`config.mk`:
```
export PLATFORM = sky130hd
export DESIGN_NAME = gvf_cfg_regs
export DESIGN_NICKNAME = d
export VERILOG_FILES = /design/src/design/gvf_pkg.sv /design/src/design/gvf_cfg_regs.sv
export SDC_FILE = /design/constraint.sdc
export NUM_CORES = 1
export LEC_CHECK = 0
export BUFFER_PORTS_ARGS = -buffer_cell sky130_fd_sc_hd__buf_4
export CORE_MARGIN = 2
export CORE_UTILIZATION = 51
export DETAILED_ROUTE_END_ITERATION = 8
export GPL_ROUTABILITY_DRIVEN = 1
export PLACE_DENSITY = 0.89
export SETUP_SLACK_MARGIN = 0.02
export SLEW_MARGIN = 20
export SYNTH_ARGS = -nofsm -noshare
export SYNTH_HDL_FRONTEND = slang
export SYNTH_SLANG_ARGS = --single-unit
```
`constraint.sdc`:
```
create_clock -name clk -period 0.9 [get_ports clk]
set_input_delay 0.045 -clock clk [delete_from_list [all_inputs] [get_ports clk]]
set_output_delay 0.045 -clock clk [all_outputs]
set_load 0.01 [all_outputs]
```
`src/design/gvf_pkg.sv`:
```
// ----------------------------------------------------------------------------
// gvf_pkg
// Shared widths, register indexes and configuration type for the GARCH
// conditional variance filter.
// ----------------------------------------------------------------------------
package gvf_pkg;

    localparam int VAL_W          = 40;
    localparam int COEF_W         = 32;
    localparam int FRAC_SHIFT     = 30;
    localparam int PROD_W         = COEF_W + VAL_W + 1;
    localparam int SUM_W          = 48;
    localparam int CFG_IDX_W      = 3;
    localparam int ORDER_W        = 2;
    localparam int MAX_ARCH_LAGS  = 2;
    localparam int MAX_GARCH_LAGS = 2;

    typedef enum logic [CFG_IDX_W-1:0] {
        REG_OMEGA            = 3'd0,
        REG_ARCH_COEF_1      = 3'd1,
        REG_ARCH_COEF_2      = 3'd2,
        REG_GARCH_COEF_1     = 3'd3,
        REG_GARCH_COEF_2     = 3'd4,
        REG_ARCH_ORDER       = 3'd5,
        REG_GARCH_ORDER      = 3'd6,
        REG_INITIAL_VARIANCE = 3'd7
    } cfg_reg_t;

    typedef struct packed {
        logic signed [COEF_W-1:0] omega;
        logic signed [COEF_W-1:0] arch_coef_1;
        logic signed [COEF_W-1:0] arch_coef_2;
        logic signed [COEF_W-1:0] garch_coef_1;
        logic signed [COEF_W-1:0] garch_coef_2;
        logic [ORDER_W-1:0]       arch_order;
        logic [ORDER_W-1:0]       garch_order;
        logic [VAL_W-1:0]         initial_variance;
    } cfg_t;

endpackage

```
`src/design/gvf_cfg_regs.sv`:
```
// ----------------------------------------------------------------------------
// gvf_cfg_regs
// Configuration register file, written through a plain write port.
// ----------------------------------------------------------------------------
module gvf_cfg_regs
(
    input  logic                           clk,
    input  logic                           rst_n,
    input  logic                           cfg_wr_en,
    input  logic [gvf_pkg::CFG_IDX_W-1:0]  cfg_index,
    input  logic [gvf_pkg::VAL_W-1:0]      cfg_wdata,
    output gvf_pkg::cfg_t                  cfg
);

    gvf_pkg::cfg_t cfg_reg;

    always_ff @(posedge clk or negedge rst_n)
    begin
        if (!rst_n)
        begin
            cfg_reg.omega            <= '0;
            cfg_reg.arch_coef_1      <= '0;
            cfg_reg.arch_coef_2      <= '0;
            cfg_reg.garch_coef_1     <= '0;
            cfg_reg.garch_coef_2     <= '0;
            cfg_reg.arch_order       <= gvf_pkg::ORDER_W'(1);
            cfg_reg.garch_order      <= gvf_pkg::ORDER_W'(1);
            cfg_reg.initial_variance <= '0;
        end
        else if (cfg_wr_en)
        begin
            unique case (gvf_pkg::cfg_reg_t'(cfg_index))
                gvf_pkg::REG_OMEGA:
                    cfg_reg.omega <= cfg_wdata[gvf_pkg::COEF_W-1:0];
                gvf_pkg::REG_ARCH_COEF_1:
                    cfg_reg.arch_coef_1 <= cfg_wdata[gvf_pkg::COEF_W-1:0];
                gvf_pkg::REG_ARCH_COEF_2:
                    cfg_reg.arch_coef_2 <= cfg_wdata[gvf_pkg::COEF_W-1:0];
                gvf_pkg::REG_GARCH_COEF_1:
                    cfg_reg.garch_coef_1 <= cfg_wdata[gvf_pkg::COEF_W-1:0];
                gvf_pkg::REG_GARCH_COEF_2:
                    cfg_reg.garch_coef_2 <= cfg_wdata[gvf_pkg::COEF_W-1:0];
                gvf_pkg::REG_ARCH_ORDER:
                    cfg_reg.arch_order <= cfg_wdata[gvf_pkg::ORDER_W-1:0];
                gvf_pkg::REG_GARCH_ORDER:
                    cfg_reg.garch_order <= cfg_wdata[gvf_pkg::ORDER_W-1:0];
                gvf_pkg::REG_INITIAL_VARIANCE:
                    cfg_reg.initial_variance <= cfg_wdata;
                default:
                    cfg_reg <= cfg_reg;
            endcase
        end
    end

    assign cfg = cfg_reg;

endmodule

```
==> results.tsv <==
metric	value	unit
clkTransAtPathRegs	0.06	ns
skew	0	ns
layout_min_cycle_time	1.19	ns
vias_per_cell	5.65	
regArea	5110	um^2
path_delay_family	flip-flops	
core.rowCount	45	
outcome	finished, violations left	
cts_tree	done	
synth_nets	486	
path_class	reg -> out	
cp_max_fo	2	
setup_ws	-0.293	ns
cts_made_buffers	21	
initial_utilization	0.517	
synth_top_cell_by_area	dfrtp_1	
wl_per_cell	29.6	um
drtIter0Drc	447	
maxSlewViolCount	0	
die_area	16200	um^2
grt_pass1_wl	41.1	mm
io_buffer_count	249	
clk_latency	0.48	ns
max_slew_margin	0.783	
antenna_found_initial	1	
coreArea	15000	um^2
grt_pass1_vias	6460	
slowest_stage	dfstp_2	
layout.cells.non_filler	1099	
layout_common_cells	buf_6 (307), dfrtp_1 (202), mux2_4 (164), buf_4 (94), dlygate4sd3_1 (41)	
routed_wl	32.5	mm
netlist_area	7770	um^2
ys_types	13	
layout_commonest_cell	buf_6	
seq_area_frac_synth	0.657	
path_buf_inv	1	
track_usage	0.337	
antenna_left	0	
final-hold-violation-count	0	
drtPass1Iterations	5	
largest_reg_flops	204	
fmax	0.838	GHz
vias	6206	
die_w	127	um
netlist_instances	440	
cap_violations	0	
cts_max_level	1	
placed_cell_area	10600	um^2
yosysWarnings	0	
synth-seq-cells	204	
final_layout_size_suffix_gt1_frac	0.721	
whs	0.00616	ns
syn_area_per_cell	17.7	um^2
fin_nets	943	
ir_drop	1.87	mV
io_pins	250	
crit_chain	buf_6	
failed_checks	negative setup slack	
clock_sinks	204	
multi_input_area	3040	um^2
place_worst_setup_slack	-0.442	ns
critPathLaunchType	flip-flop	
grt_max_degree	46	
place_congestion	0.775	
powerDensity	2510	nW/um^2
dp_hpwl	13.8	mm
grt_remaining_overflow	0	
p_leak	6.88	nW
cpPeakStageDelay	0.55	ns
ys_top_cells_by_area	dfrtp_1 (65%), mux2_2 (15%), mux2_1 (13%)	
finalCritPeriodShare	1.33	
placed_cells	880	
synthToLayoutAreaGrowth	79.3	%
rsz0062_at_grt	true	
fillers	398	
clockRootBuffer	clkbuf_16	
tightestPinTransition	0.324	ns
worstPathArrival	1.15	ns
drcViolationCount	0	
max-clock-path-buffers	3	
synth.top_cell.area_share	0.650	
critPathCaptureType	output pin	
worstPathRequired	0.85	ns
hold_path_class	in -> async	
final_cell_area	13900	um^2
setup_viol_count_final	329	
die_height	127	um
## final cells by class
| type | instances | share of cell area |
|---|---|---|
| Clock buffer | 31 | 0.0426 |
| Clock inverter | 5 | 0.00404 |
| Sequential cell | 204 | 0.366 |
| Tap cell | 188 | 0.0169 |
| Timing Repair Buffer | 458 | 0.351 |
| Multi-Input combinational cell | 212 | 0.218 |
| Antenna cell | 1 | 0.000180 |
## worst paths after layout
| check | slack (ns) | start | cells after the start | endpoint |
|---|---|---|---|---|
| max in group asynchronous | 0.33 | rst_n | 3 | cfg[161] |
| max reg2reg | -0.11 | cfg[194] | 2 | cfg[194] |
| min | 0.006 | rst_n | 2 | cfg[76] |
| max | -0.29 | cfg[42] | 1 | cfg[42] |
| min reg2reg | 0.54 | cfg[172] | 1 | cfg[172] |
| min in group clk | 0.04 | cfg_wr_en | 3 | cfg[43] |
## stage by stage
step | setup TNS [ns] | util | total power [mW]
global placement | -71.24 | 0.704 | 20.3
global route | -47.75 | 0.927 | 36.0
detailed placement | -77.48 | 0.704 | 20.7
floorplan | -41.19 | - | 16.2
CTS | -33.92 | 0.877 | 32.2
finish | -41.96 | 0.927 | 35.0
## synth_stat cells
cell,count
dfrtp_1,202
mux2_2,104
mux2_1,90
mux2_4,10
buf_8,9
buf_2,8
buf_6,4
buf_4,3
nand4b_1,3
nor4bb_1,3
dfstp_2,2
nand4_1,1
nor4b_4,1
## cell families after synthesis
logic type    Yosys count  share of synthesized area
mux                   204                      0.300
flops                 204                      0.657
simple gates            8                     0.0111
buf+inv                24                     0.0312
## where the power goes
group	total [mW]	switching (mW)	internal, mW
Combinational	13.0	4.41	8.57
Clock	8.63	3.78	4.86
Sequential	13.4	2.21	11.2
## what timing repair did
action,in CTS,in global routing
pin swaps,0,4
resized for setup,210,113
hold buffers,41,0
setup endpoints to repair,204,329
endpoints found under the hold margin,408,0
setup buffers,102,78
cloned,0,3
## per-layer routing
layer	routed length [um]	part of all wire	global-route usage	up-vias
li1	-	-	-	2462
met1	11900	0.37	0.420	3231
met2	16600	0.51	0.568	399
met3	2700	0.083	0.0842	114
met4	1300	0.040	0.131	0
met5	0	0	0	-
Power figures use the tool's default switching activity.
